--- config.mk ---
export PLATFORM = sky130hd
export DESIGN_NAME = unicode_code_point_transcoder_unit
export DESIGN_NICKNAME = d
export VERILOG_FILES = /design/src/rtl/ucpt_pkg.sv /design/src/rtl/ucpt_prep.sv /design/src/rtl/ucpt_core.sv /design/src/rtl/ucpt_pack.sv /design/src/rtl/unicode_code_point_transcoder_unit.sv
export SDC_FILE = /design/constraint.sdc
export NUM_CORES = 1
export LEC_CHECK = 0
export BUFFER_PORTS_ARGS = -buffer_cell sky130_fd_sc_hd__buf_2
export CAP_MARGIN = 25
export CORE_UTILIZATION = 59
export DETAILED_ROUTE_END_ITERATION = 8
export GPL_TIMING_DRIVEN = 0
export PLACE_DENSITY = 0.89
export SYNTH_ARGS = -nofsm -noshare
export SYNTH_HDL_FRONTEND = slang
export SYNTH_HIERARCHICAL = 1
export SYNTH_SLANG_ARGS = --single-unit
--- constraint.sdc ---
create_clock -name clk -period 3 [get_ports clk]
set_clock_uncertainty 0.2 [all_clocks]
set_input_delay 0.3 -clock clk [delete_from_list [all_inputs] [get_ports clk]]
set_output_delay 0.3 -clock clk [all_outputs]
set_load 0.02 [all_outputs]
--- src/rtl/ucpt_pkg.sv ---
package ucpt_pkg;

    localparam logic [2:0] FORM_UTF8     = 3'd0;
    localparam logic [2:0] FORM_UTF16_BE = 3'd1;
    localparam logic [2:0] FORM_UTF16_LE = 3'd2;
    localparam logic [2:0] FORM_UTF32_BE = 3'd3;
    localparam logic [2:0] FORM_UTF32_LE = 3'd4;

    localparam logic [2:0] ERR_OK        = 3'd0;
    localparam logic [2:0] ERR_NONCHAR   = 3'd1;
    localparam logic [2:0] ERR_SURROGATE = 3'd2;
    localparam logic [2:0] ERR_RANGE     = 3'd3;
    localparam logic [2:0] ERR_MALFORMED = 3'd4;

    localparam logic [31:0] CP_LIMIT  = 32'h0011_0000;
    localparam logic [20:0] SUPP_BASE = 21'h01_0000;

    typedef struct packed {
        logic        decode;
        logic [2:0]  form;
        logic [31:0] value;
    } ucpt_item_t;

    typedef struct packed {
        logic        decode;
        logic [2:0]  form;
        logic [31:0] value;
        logic [2:0]  err;
    } ucpt_res_t;

    function automatic logic [31:0] swap_units(input logic [31:0] w);
        swap_units = {w[23:16], w[31:24], w[7:0], w[15:8]};
    endfunction

    function automatic logic [31:0] swap_word(input logic [31:0] w);
        swap_word = {w[7:0], w[15:8], w[23:16], w[31:24]};
    endfunction

endpackage

--- src/rtl/ucpt_prep.sv ---
module ucpt_prep (
    input  logic                  clk,
    input  logic                  rst_n,
    input  logic                  up_valid,
    output logic                  up_ready,
    input  logic                  mode,
    input  logic [31:0]           value_in,
    input  logic [2:0]            form,
    output logic                  valid_reg,
    input  logic                  down_ready,
    output ucpt_pkg::ucpt_item_t  item_reg
);
    import ucpt_pkg::*;

    ucpt_item_t item_next;

    assign up_ready = !valid_reg || down_ready;

    // little-endian decode: undo the byte order before decoding
    always_comb
    begin
        item_next.decode = mode;
        item_next.form   = form;
        item_next.value  = value_in;
        if (mode && (form == FORM_UTF16_LE))
        begin
            item_next.value = swap_units(value_in);
        end
        else if (mode && (form == FORM_UTF32_LE))
        begin
            item_next.value = swap_word(value_in);
        end
    end

    always_ff @(posedge clk or negedge rst_n)
    begin
        if (!rst_n)
        begin
            valid_reg <= 1'b0;
        end
        else if (up_ready)
        begin
            valid_reg <= up_valid;
        end
    end

    always_ff @(posedge clk)
    begin
        if (up_ready && up_valid)
        begin
            item_reg <= item_next;
        end
    end

endmodule

--- src/rtl/ucpt_core.sv ---
module ucpt_core (
    input  logic                  clk,
    input  logic                  rst_n,
    input  logic                  up_valid,
    output logic                  up_ready,
    input  ucpt_pkg::ucpt_item_t  item_in,
    output logic                  valid_reg,
    input  logic                  down_ready,
    output ucpt_pkg::ucpt_res_t   res_reg
);
    import ucpt_pkg::*;

    ucpt_res_t   res_next;
    logic [31:0] v;
    logic        lt_80;
    logic        lt_800;
    logic        lt_10000;
    logic        lt_1000000;
    logic        lt_limit;
    logic        is_nonchar;
    logic        is_surrogate;
    logic [19:0] supp_off;
    logic [20:0] pair_cp;

    assign up_ready = !valid_reg || down_ready;

    assign v            = item_in.value;
    assign lt_80        = (v[31:7] == 25'd0);
    assign lt_800       = (v[31:11] == 21'd0);
    assign lt_10000     = (v[31:16] == 16'd0);
    assign lt_1000000   = (v[31:24] == 8'd0);
    assign lt_limit     = (v < CP_LIMIT);
    assign is_nonchar   = (v[15:1] == 15'h7FFF);
    assign is_surrogate = (v[15:11] == 5'b11011);
    assign supp_off     = v[19:0] - SUPP_BASE[19:0];
    assign pair_cp      = SUPP_BASE + {1'b0, v[25:16], v[9:0]};

    always_comb
    begin
        res_next.decode = item_in.decode;
        res_next.form   = item_in.form;
        res_next.value  = v;
        res_next.err    = ERR_OK;
        unique case (item_in.form)
            FORM_UTF8:
            begin
                if (!item_in.decode)
                begin
                    if (lt_80)
                    begin
                        res_next.value = v;
                    end
                    else if (lt_800)
                    begin
                        res_next.value = {16'd0, 3'b110, v[10:6], 2'b10, v[5:0]};
                    end
                    else if (lt_10000)
                    begin
                        if (is_nonchar)
                        begin
                            res_next.err = ERR_NONCHAR;
                        end
                        else if (is_surrogate)
                        begin
                            res_next.err = ERR_SURROGATE;
                        end
                        res_next.value = {8'd0, 4'b1110, v[15:12], 2'b10, v[11:6],
                                          2'b10, v[5:0]};
                    end
                    else if (lt_limit)
                    begin
                        res_next.value = {5'b11110, v[20:18], 2'b10, v[17:12],
                                          2'b10, v[11:6], 2'b10, v[5:0]};
                    end
                    else
                    begin
                        res_next.err = ERR_RANGE;
                    end
                end
                else
                begin
                    if (lt_80)
                    begin
                        res_next.value = v;
                    end
                    else if (lt_10000)
                    begin
                        if ((v[15:14] != 2'b11) || (v[7] != 1'b1))
                        begin
                            res_next.err = ERR_MALFORMED;
                        end
                        res_next.value = {21'd0, v[12:8], v[5:0]};
                    end
                    else if (lt_1000000)
                    begin
                        if ((v[23:21] != 3'b111) || (v[15] != 1'b1) || (v[7] != 1'b1))
                        begin
                            res_next.err = ERR_MALFORMED;
                        end
                        res_next.value = {16'd0, v[19:16], v[13:8], v[5:0]};
                    end
                    else
                    begin
                        if ((v[31:28] != 4'b1111) || (v[23] != 1'b1) || (v[15] != 1'b1)
                            || (v[7] != 1'b1))
                        begin
                            res_next.err = ERR_MALFORMED;
                        end
                        res_next.value = {11'd0, v[26:24], v[21:16], v[13:8], v[5:0]};
                    end
                end
            end
            FORM_UTF16_BE, FORM_UTF16_LE:
            begin
                if (!item_in.decode)
                begin
                    if (lt_10000)
                    begin
                        if (is_surrogate)
                        begin
                            res_next.err = ERR_SURROGATE;
                        end
                        else if (is_nonchar)
                        begin
                            res_next.err = ERR_NONCHAR;
                        end
                    end
                    else if (lt_limit)
                    begin
                        res_next.value = {6'b110110, supp_off[19:10],
                                          6'b110111, supp_off[9:0]};
                    end
                    else
                    begin
                        res_next.err = ERR_RANGE;
                    end
                end
                else if (!lt_10000)
                begin
                    if ((v[31:30] != 2'b11) || (v[28:27] != 2'b11)
                        || (v[15:14] != 2'b11) || (v[12:10] != 3'b111))
                    begin
                        res_next.err = ERR_MALFORMED;
                    end
                    res_next.value = {11'd0, pair_cp};
                end
            end
            FORM_UTF32_BE, FORM_UTF32_LE:
            begin
                if (is_nonchar)
                begin
                    res_next.err = ERR_NONCHAR;
                end
                else if (!lt_limit)
                begin
                    res_next.err = ERR_RANGE;
                end
            end
            default:
            begin
                res_next.value = v;
            end
        endcase
    end

    always_ff @(posedge clk or negedge rst_n)
    begin
        if (!rst_n)
        begin
            valid_reg <= 1'b0;
        end
        else if (up_ready)
        begin
            valid_reg <= up_valid;
        end
    end

    always_ff @(posedge clk)
    begin
        if (up_ready && up_valid)
        begin
            res_reg <= res_next;
        end
    end

endmodule

--- src/rtl/ucpt_pack.sv ---
module ucpt_pack (
    input  logic                 clk,
    input  logic                 rst_n,
    input  logic                 up_valid,
    output logic                 up_ready,
    input  ucpt_pkg::ucpt_res_t  res_in,
    output logic                 valid_reg,
    input  logic                 down_ready,
    output logic [31:0]          value_reg,
    output logic [2:0]           err_reg
);
    import ucpt_pkg::*;

    logic [31:0] value_next;

    assign up_ready = !valid_reg || down_ready;

    // errors force zero, little-endian encode swaps the result
    always_comb
    begin
        value_next = res_in.value;
        if (res_in.err != ERR_OK)
        begin
            value_next = 32'd0;
        end
        else if (!res_in.decode && (res_in.form == FORM_UTF16_LE))
        begin
            value_next = swap_units(res_in.value);
        end
        else if (!res_in.decode && (res_in.form == FORM_UTF32_LE))
        begin
            value_next = swap_word(res_in.value);
        end
    end

    always_ff @(posedge clk or negedge rst_n)
    begin
        if (!rst_n)
        begin
            valid_reg <= 1'b0;
        end
        else if (up_ready)
        begin
            valid_reg <= up_valid;
        end
    end

    always_ff @(posedge clk)
    begin
        if (up_ready && up_valid)
        begin
            value_reg <= value_next;
            err_reg   <= res_in.err;
        end
    end

endmodule

--- src/rtl/unicode_code_point_transcoder_unit.sv ---
// three registered stages (byte-order, transcode, pack); out_valid rises once the pack stage
// holds the request, and the result is taken on an edge where out_ready is high
// throughput: one request per cycle unless stalled; each stage holds under back-pressure
// out_ready low stalls the three-stage pipeline without losing or repeating a request
// reset (rst_n low, asynchronous) empties all stages and sets the configured form register to utf8
module unicode_code_point_transcoder_unit (
    input  logic        clk,
    input  logic        rst_n,
    input  logic        cfg_we,
    input  logic [2:0]  encoding_form,
    input  logic        in_valid,
    output logic        in_ready,
    input  logic        mode,
    input  logic [31:0] value_in,
    output logic        out_valid,
    input  logic        out_ready,
    output logic [31:0] value_out,
    output logic [2:0]  error_code
);
    import ucpt_pkg::*;

    logic       [2:0] form_reg;
    logic             s1_valid;
    logic             s1_ready;
    ucpt_item_t       s1_item;
    logic             s2_valid;
    logic             s2_ready;
    ucpt_res_t        s2_res;

    always_ff @(posedge clk or negedge rst_n)
    begin
        if (!rst_n)
        begin
            form_reg <= FORM_UTF8;
        end
        else if (cfg_we)
        begin
            form_reg <= encoding_form;
        end
    end

    ucpt_prep u_prep (
        .clk        (clk),
        .rst_n      (rst_n),
        .up_valid   (in_valid),
        .up_ready   (in_ready),
        .mode       (mode),
        .value_in   (value_in),
        .form       (form_reg),
        .valid_reg  (s1_valid),
        .down_ready (s1_ready),
        .item_reg   (s1_item)
    );

    ucpt_core u_core (
        .clk        (clk),
        .rst_n      (rst_n),
        .up_valid   (s1_valid),
        .up_ready   (s1_ready),
        .item_in    (s1_item),
        .valid_reg  (s2_valid),
        .down_ready (s2_ready),
        .res_reg    (s2_res)
    );

    ucpt_pack u_pack (
        .clk        (clk),
        .rst_n      (rst_n),
        .up_valid   (s2_valid),
        .up_ready   (s2_ready),
        .res_in     (s2_res),
        .valid_reg  (out_valid),
        .down_ready (out_ready),
        .value_reg  (value_out),
        .err_reg    (error_code)
    );

endmodule

# ---- Yosys cells after proc, flatten, opt, wreduce, memory -nomap -nowiden
# Cells that the tools add are included.
dict set report totals {
  regBits 116
  latch_bits 0
  ram_bits 0
  romBits 0
  input_bits 41
  out_inout_bits 37
  wordCells 98
  memories 0
}
dict set report op_classes {
  add_sub_neg 2
  mul 0
  div_mod_pow 0
  n_lt_le_gt_ge 1
  n_eq_ne 16
  shifts 0
  muxes 32
  bitwise_logic 3
  reduce_logical 31
}
# cell count
set ops {}
lappend ops {{32-bit 2-to-1 mux} 10}
lappend ops {{35-bit 2-to-1 mux} 5}
lappend ops {{32-bit one-hot mux with 2 select lines} 1}
lappend ops {{32-bit by 21-bit less-than comparator with 1-bit output, second input constant} 1}
lappend ops {{3-bit 2-to-1 mux} 10}
lappend ops {{25-bit logical NOT} 1}
lappend ops {{24-bit 2-to-1 mux} 1}
lappend ops {{17-bit by 20-bit adder with 21-bit output, first input constant} 1}
lappend ops {{21-bit logical NOT} 1}
lappend ops {{20-bit by 17-bit subtractor with 20-bit output, second input constant} 1}
lappend ops {{16-bit logical NOT} 1}
lappend ops {{15-bit == test, second input constant} 1}
lappend ops {{3-bit by 2-bit == test with 1-bit output, second input constant} 4}
lappend ops {{1-bit logical OR} 12}
lappend ops {{3-bit == test, second input constant} 3}
lappend ops {{3-bit one-hot mux with 3 select lines} 1}
lappend ops {{8-bit logical NOT} 1}
lappend ops {{1-bit logical AND} 7}
lappend ops {{2-bit 2-to-1 mux} 3}
lappend ops {{2-bit inequality test, second input constant} 3}
lappend ops {{3-bit inequality test, second input constant} 2}
lappend ops {{5-bit == test, second input constant} 1}
lappend ops {{1-bit logical NOT} 4}
lappend ops {{4-bit inequality test, second input constant} 1}
lappend ops {{6 further kinds} 9}

# ---- Longest topological paths before layout
# Gate-level depths: netlist of run 1.
dict set report logic_depth {
  ltp_word 10
  ltp_mapped 10
}

# ---- By module
# Netlist of run 1, hierarchy kept.
# mod instances cells_per_inst area_per_inst_um2 seq_area_each_um2
set by_module_without_submodules {}
lappend by_module_without_submodules {ucpt_core 1 298 2867.8 1196.1}
lappend by_module_without_submodules {ucpt_pack 1 188 1883.1 1076.0}
lappend by_module_without_submodules {ucpt_prep 1 149 1856.8 1106.1}
lappend by_module_without_submodules {unicode_code_point_transcoder_unit 1 6 108.9 75.1}

# ---- Worst setup path after synthesis of run 1
# Ideal clock, no wire load.
dict set report synth_timing {
  path_type {register -> register}
  from {register u_prep/item_reg[16] (netlist bit)}
  to {register u_core/res_reg[13] (netlist bit) (data pin)}
  t_arrival_ps 2339
  path_slack_ps 193
  stages_incl_launch_ff 10
  period_less_slack_ps 2807
  path_cell_list {edfxtp_1 > clkbuf_1 > inv_1 > ha_1 > nor3b_1 > o2111ai_1 > a21boi_1 > mux2_1 > o211ai_1 > o211ai_1}
}
# element line
set synth_rtl {}
lappend synth_rtl {{start, declared} ucpt_prep.sv:11} ;# output ucpt_pkg::ucpt_item_t item_reg
lappend synth_rtl {{start signal, assigned} ucpt_prep.sv:51} ;# item_reg <= item_next;
lappend synth_rtl {{end signal, assigned} ucpt_core.sv:182} ;# res_reg <= res_next;
lappend synth_rtl {{end, declared} ucpt_core.sv:9} ;# output ucpt_pkg::ucpt_res_t res_reg

==> results of run 1 <==
## logic make-up after synthesis
logic type | Yosys count | share of synthesized area, %
AO/OA/AOI/OAI | 203 | 18.9
XOR/XNOR | 3 | 0.391
AND/OR/NAND/NOR | 223 | 17.4
buffers and inverters | 53 | 5.16
flip-flops | 116 | 51.4
adder cells (fa/ha/maj) | 4 | 0.745
multiplexers | 39 | 5.96
## report_power, final
part | internal, µW | total (µW) | switching, µW
registers | 2010 | 2170 | 163
clock network | 1280 | 1970 | 689
logic | 305 | 821 | 516
total | 3600 | 4960 | 1370
## how the worst max path moves through the flow
stage | slack [ps] | endpoint | depth (start not counted) | startpoint
after floorplan | 190 | u_core/res_reg[13] | 9 | u_prep/item_reg[16]
after global placement | -730 | u_core/res_reg[13] | 9 | u_prep/item_reg[16]
after detailed placement | -610 | u_core/res_reg[13] | 9 | u_prep/item_reg[16]
after CTS | -10 | u_core/res_reg[13] | 8 | u_prep/item_reg[17]
after global routing | -8 | u_core/res_reg[1] | 8 | u_prep/item_reg[23]
final | 40 | u_core/res_reg[31] | 7 | u_prep/item_reg[17]
## Yosys cell counts (all sizes together), types with 5 or more instances
| library cell | count |
|---|---|
| o211ai | 5 |
| nand3 | 12 |
| nand4 | 8 |
| nand2 | 123 |
| o21ai | 92 |
| nor4 | 8 |
| a21oi | 20 |
| nor3 | 13 |
| edfxtp | 110 |
| and2 | 5 |
| mux2i | 34 |
| mux2 | 5 |
| inv | 8 |
| clkbuf | 21 |
| nor2 | 18 |
| dfrtp | 6 |
| a31oi | 36 |
| nand2b | 12 |
| buf | 24 |
| o22ai | 7 |
## what timing repair did
| item | in CTS | in global routing |
|---|---|---|
| buffers inserted | 5 | 10 |
| endpoints found under the hold margin | 11 | 0 |
| resized for setup | 5 | 9 |
| hold buffers | 8 | 0 |
| pin swaps | 3 | 2 |
| setup endpoints to repair | 18 | 23 |
## area by class of cell
cell class	count	area, µm²
Timing Repair Buffer	103	671
Fill cell	697	2780
Buffer	44	313
Inverter	8	30.0
Sequential cell	116	3450
Tap cell	140	175
Multi-Input combinational cell	472	2990
Clock inverter	12	139
Clock buffer	19	433
## metal layers
| layer | global-route usage (%) | vias up | part of all wire [%] | routed length [µm] |
|---|---|---|---|---|
| met5 | 0 | - | 0 | 0 |
| met4 | 22.3 | 0 | 6.3 | 1350 |
| met3 | 6.87 | 125 | 9.0 | 1920 |
| met2 | 64.7 | 552 | 49 | 10400 |
| met1 | 43.4 | 2909 | 36 | 7670 |
| li1 | - | 2694 | - | - |
## worst register-to-register path, delay by kind of cell, from the launching register on
family                     cells  cell delay (ps)
AOI/OAI and AO/OA              2              410
and+or+nand+nor                2              930
adders and majority gates      1              220
DFF                            1              550
buffers and inverters          2              400
## metrics by stage
| stage | setup TNS, ps | cells | utilization (%) |
|---|---|---|---|
| floorplan | 0 | 641 | - |
| finish | 0 | 914 | 74.7 |
| global placement | -3960 | 858 | 66.3 |
| detailed placement | -2600 | 861 | 67.0 |
| global route | -15.1 | 914 | 74.7 |
| CTS | -14.1 | 904 | 73.5 |
==> impl_metrics.env, run 1 <==
export IMPL_placed_area_um2=7360
export IMPL_nNetsFinal=807
export IMPL_grt_ovfl_total=0
export IMPL_pwr_density_cell_nw_per_um2=605
export IMPL_grt_usage_pct=37.5
export IMPL_antenna_found_initial=0
export IMPL_io_buffers=77
export IMPL_io_pins=78
export IMPL_wl_um=21300
export IMPL_tightestPinTransition_ps=984
export IMPL_num_rows=38
export IMPL_drive_above_1_share_pct=23.3
export IMPL_p_total_uw=4960
export IMPL_yosysTopAreaCellShare_pct=49.2
export IMPL_slew_headroom_pct=33.8
export IMPL_drc_errors=0
export IMPL_r2r_end="u_core/res_reg[31]"
export IMPL_clk_pin_slew_ps=60
export IMPL_grt_pass1_vias=5952
export IMPL_leakagePower_uw=0.00300
export IMPL_cts_sinks=116
export IMPL_synth_distinct_cells=77
export IMPL_syn_cell_area_um2=6720
export IMPL_whs_path_depth=3
export IMPL_vias=6280
export IMPL_cap_violations=0
export IMPL_timing_final_ws_setup_ps=37.3
export IMPL_ff2ff_setup_slack_ps=40
export IMPL_design_core_area_um2=11000
export IMPL_first_pass_iters=7
export IMPL_cts_max_level=4
export IMPL_r2r_cells=7
export IMPL_syn_avg_cell_area_um2=10.5
export IMPL_cts_buffers=17
export IMPL_start_kind="flip-flop"
export IMPL_critPathSlowestCell="edfxtp_1"
export IMPL_final_common_cell="nand2_1"
export IMPL_cts_tree="built"
export IMPL_setup_violations=0
export IMPL_largest_reg_flops=39
export IMPL_crit_buf_inv=2
export IMPL_hold_path_class="in2reg"
export IMPL_max_freq_ghz=0.338
export IMPL_ant_nets=0
export IMPL_synth_edf_count=110
export IMPL_synthArstFlopShare_pct=5.17
export IMPL_critPathMaxStageDelay_ps=550
export IMPL_dieArea_um2=11800
export IMPL_synth_seq_cells=116
export IMPL_grt_start_max_net_pins=26
export IMPL_min_delay_start="value_in[16]"
export IMPL_hold_path_end="u_prep/item_reg[24]"
export IMPL_fp_dieH_um=109
export IMPL_n_antenna_cell=0
export IMPL_worst_setup_path_end_kind="flip-flop"
export IMPL_synth_warning_count=6
export IMPL_wire_per_inst_um=23.3
export IMPL_critPathMaxFanout=7
export IMPL_initial_utilization_pct=61.2
export IMPL_yosys_area_top_type="edfxtp_1"
export IMPL_via_per_inst=6.87
export IMPL_path_delay_family="simple AND/OR/NAND/NOR gates"
export IMPL_maxSlewViolCount=0
export IMPL_rsz0062_at_grt="yes"
export IMPL_crit_type="reg2reg"
export IMPL_clock_latency_ps=410
export IMPL_period_needed_ps=2960
export IMPL_synth_cells=641
export IMPL_finalCritPeriodShare_pct=98.8
export IMPL_arrival_ps=2910
export IMPL_timing_rr_start="u_prep/item_reg[17]"
export IMPL_place_ws_ps=-610
export IMPL_mostFrequentLayoutCells="nand2_1, edfxtp_1, buf_2, o21ai_1, a31oi_1"
export IMPL_fin_worst_hold_slack_ps=6.31
export IMPL_ir_worst_vdd_mv=0.368
export IMPL_crit_required_ps=2940
export IMPL_clk_path_buf_depth=2
export IMPL_area_delta_synth_final_pct=22.1
export IMPL_hold_viol_final=0
export IMPL_ys_top_cells_by_area="edfxtp_1, nand2_1, o21ai_1"
export IMPL_synthesis_nets=686
export IMPL_final_area_um2=8200
export IMPL_cp_cell_sequence="inv_2, ha_1, or4b_4, nor4_4, buf_4, o211ai_2, o22a_1"
export IMPL_clock_root_buffer="clkbuf_16"
export IMPL_grt_pass1_wl_um=32400
export IMPL_ys_flop_type="edfxtp_1"
export IMPL_synth_seq_area_share_pct=51.4
export IMPL_gp_congestion=1.08
export IMPL_die_w_um=109
export IMPL_status="finished, final reports clean"
export IMPL_dp_hpwl_um=15000
export IMPL_drtIter0Drc=1013
No activity file was read; power rests on OpenSTA's default activity.
==> run 2, diff against run 1 <==
--- a/config.mk
+++ b/config.mk
@@ -7,10 +7,11 @@
 export LEC_CHECK = 0
 export BUFFER_PORTS_ARGS = -buffer_cell sky130_fd_sc_hd__buf_2
 export CAP_MARGIN = 25
-export CORE_UTILIZATION = 59
+export CORE_UTILIZATION = 60
+export CTS_BUF_LIST = sky130_fd_sc_hd__clkbuf_8
 export DETAILED_ROUTE_END_ITERATION = 8
 export GPL_TIMING_DRIVEN = 0
-export PLACE_DENSITY = 0.89
+export PLACE_DENSITY = 0.91
 export SYNTH_ARGS = -nofsm -noshare
 export SYNTH_HDL_FRONTEND = slang
 export SYNTH_HIERARCHICAL = 1
==> run 2 against run 1 <==
Sequential power about the same. Worst setup slack worse by 0.79 ps. Global-route usage up 0.93 points. Register-to-register slack about the same. Worst hold slack better by 19 ps. Via count about the same. Wire length up 0.25%. Sequential share of layout area about the same.
==> impl_metrics.env, run 2 (synthesized netlist as in run 1, its figures left out) <==
export IMPL_path_delay_family="simple AND/OR/NAND/NOR gates"
export IMPL_drive_above_1_share_pct=22.5
export IMPL_cp_cell_sequence="nor4_2, nand3_1, nor2_2, o21ai_0, a31oi_1, o21ai_1"
export IMPL_critPathMaxStageDelay_ps=600
export IMPL_place_ws_ps=-618
export IMPL_clk_path_buf_depth=2
export IMPL_num_rows=38
export IMPL_finalCritPeriodShare_pct=98.8
export IMPL_rsz0062_at_grt="no"
export IMPL_first_pass_iters=6
export IMPL_seq_power_share_pct=48.7
export IMPL_grt_ovfl_total=0
export IMPL_cts_buffers=17
export IMPL_clockPowerShare_pct=32.3
export IMPL_critPathMaxFanout=7
export IMPL_drc_errors=0
export IMPL_largest_reg_flops=39
export IMPL_vias=6284
export IMPL_final_common_cell="nand2_1"
export IMPL_hold_viol_final=0
export IMPL_initial_utilization_pct=61.7
export IMPL_leakagePower_uw=0.00301
export IMPL_final_area_um2=8200
export IMPL_grt_pass1_wl_um=32700
export IMPL_via_per_inst=6.72
export IMPL_crit_cells=6
export IMPL_timing_final_ws_setup_ps=36.5
export IMPL_worst_setup_path_end_kind="flip-flop"
export IMPL_worstSetupStartpoint="u_prep/item_reg[27]"
export IMPL_ff2ff_setup_slack_ps=40
export IMPL_clk_pin_slew_ps=80
export IMPL_design_core_area_um2=10900
export IMPL_postLayoutCoreUtil_pct=75.3
export IMPL_crit_required_ps=2960
export IMPL_period_needed_ps=2960
export IMPL_r2r_cells=6
export IMPL_grt_usage_pct=38.4
export IMPL_antenna_found_initial=0
export IMPL_dieArea_um2=11600
export IMPL_nNetsFinal=828
export IMPL_n_antenna_cell=0
export IMPL_drtIter0Drc=845
export IMPL_grt_pass1_vias=5995
export IMPL_max_freq_ghz=0.337
export IMPL_fin_worst_hold_slack_ps=25.5
export IMPL_setup_violations=0
export IMPL_status="finished, final reports clean"
export IMPL_clock_latency_ps=430
export IMPL_crit_type="reg2reg"
export IMPL_cap_violations=0
export IMPL_multi_input_area_um2=2970
export IMPL_cts_sinks=116
export IMPL_worstSetupEndpoint="u_core/res_reg[25]"
export IMPL_fillers=700
export IMPL_maxSlewViolCount=0
export IMPL_wire_per_inst_um=22.8
export IMPL_ant_nets=0
export IMPL_io_buffers=77
export IMPL_placed_area_um2=7350
export IMPL_wl_um=21300
export IMPL_slew_headroom_pct=43.3
export IMPL_grt_start_max_net_pins=26
export IMPL_start_kind="flip-flop"
export IMPL_combPwrFrac_pct=19.0
export IMPL_clock_root_buffer="clkbuf_8"
export IMPL_p_sw_share_pct=29.4
export IMPL_die_w_um=108
export IMPL_pwr_density_cell_nw_per_um2=539
export IMPL_mostFrequentLayoutCells="nand2_1, edfxtp_1, buf_2, o21ai_1, a31oi_1"
export IMPL_critPathSlowestCell="nor4_2"
export IMPL_p_total_uw=4420
export IMPL_io_pins=78
export IMPL_area_delta_synth_final_pct=22.0
export IMPL_crit_buf_inv=0
export IMPL_fp_dieH_um=108
export IMPL_dp_hpwl_um=14800
export IMPL_tightestPinTransition_ps=843
export IMPL_internal_power_uw=3120
export IMPL_hold_path_class="in2async"
export IMPL_r2r_end="u_core/res_reg[25]"
export IMPL_ir_worst_vdd_mv=0.315
export IMPL_cts_max_level=4
export IMPL_cts_tree="built"
export IMPL_p_switching_uw=1300
export IMPL_regArea_um2=3450
export IMPL_arrival_ps=2920
export IMPL_gp_congestion=1.07
export IMPL_timing_rr_start="u_prep/item_reg[27]"
==> run 2: changes by cell type in the layout (fill, tap and decap cells not counted), sizes merged <==
cell	change
dlygate4sd3	+22
clkbuf	-3
inv	+3
clkinvlp	-1
==> run 2: layout make-up <==
cell class | instances | area share [%]
Tap cell | 140 | 2.14
Clock inverter | 14 | 1.80
Inverter | 8 | 0.366
Timing Repair Buffer | 124 | 10.7
Clock buffer | 17 | 2.85
Multi-Input combinational cell | 472 | 36.2
Buffer | 44 | 3.82
Sequential cell | 116 | 42.1
==> run 2: power groups by stage <==
stage	registers, µW	clock network, µW	logic (µW)
2_1_floorplan	2190	0	439
3_3_place_gp	2180	0	720
6_report	2150	1430	840
5_1_grt	2170	1510	891
4_1_cts	2150	1430	796
3_5_place_dp	2180	0	763
==> run 2: worst min path at each step <==
stage	start	end	slack [ps]
after floorplan	rst_n	form_reg[0]	-200
after global placement	rst_n	u_prep/valid_reg	-70
after detailed placement	rst_n	form_reg[1]	-60
after CTS	value_in[13]	u_prep/item_reg[5]	0.3
after global routing	value_in[1]	u_prep/item_reg[9]	20
final	rst_n	u_prep/valid_reg	30
==> run 2: timing repair <==
item | 4_1_cts | 5_1_grt
setup buffers | 7 | 7
endpoints found under the setup margin | 13 | 21
hold endpoints to repair | 32 | 0
gates resized for setup | 6 | 5
hold buffers | 30 | 0
pin swaps | 4 | 3
==> run 2: stage by stage <==
step | TNS [ps] | std cells
2_1_floorplan | 0 | 641
3_3_place_gp | -4660 | 858
3_5_place_dp | -2960 | 861
4_1_cts | -16.3 | 928
5_1_grt | 0 | 935
6_report | 0 | 935
==> run 2: layer usage <==
metal  wire length [µm]  up-vias  track usage, %
met5                  0        -               0
met4               1390        0            24.5
met3               1970      125            6.96
met2              10400      559            65.9
met1               7550     2873            44.0
li1                   -     2727               -
==> run 2: worst register-to-register path, stage by stage, from the launching register on <==
cell and delay [ps]:
edfxtp_1 480, nor4_2 600, nand3_1 340, nor2_2 480, o21ai_0 280, a31oi_1 230
o21ai_1 90
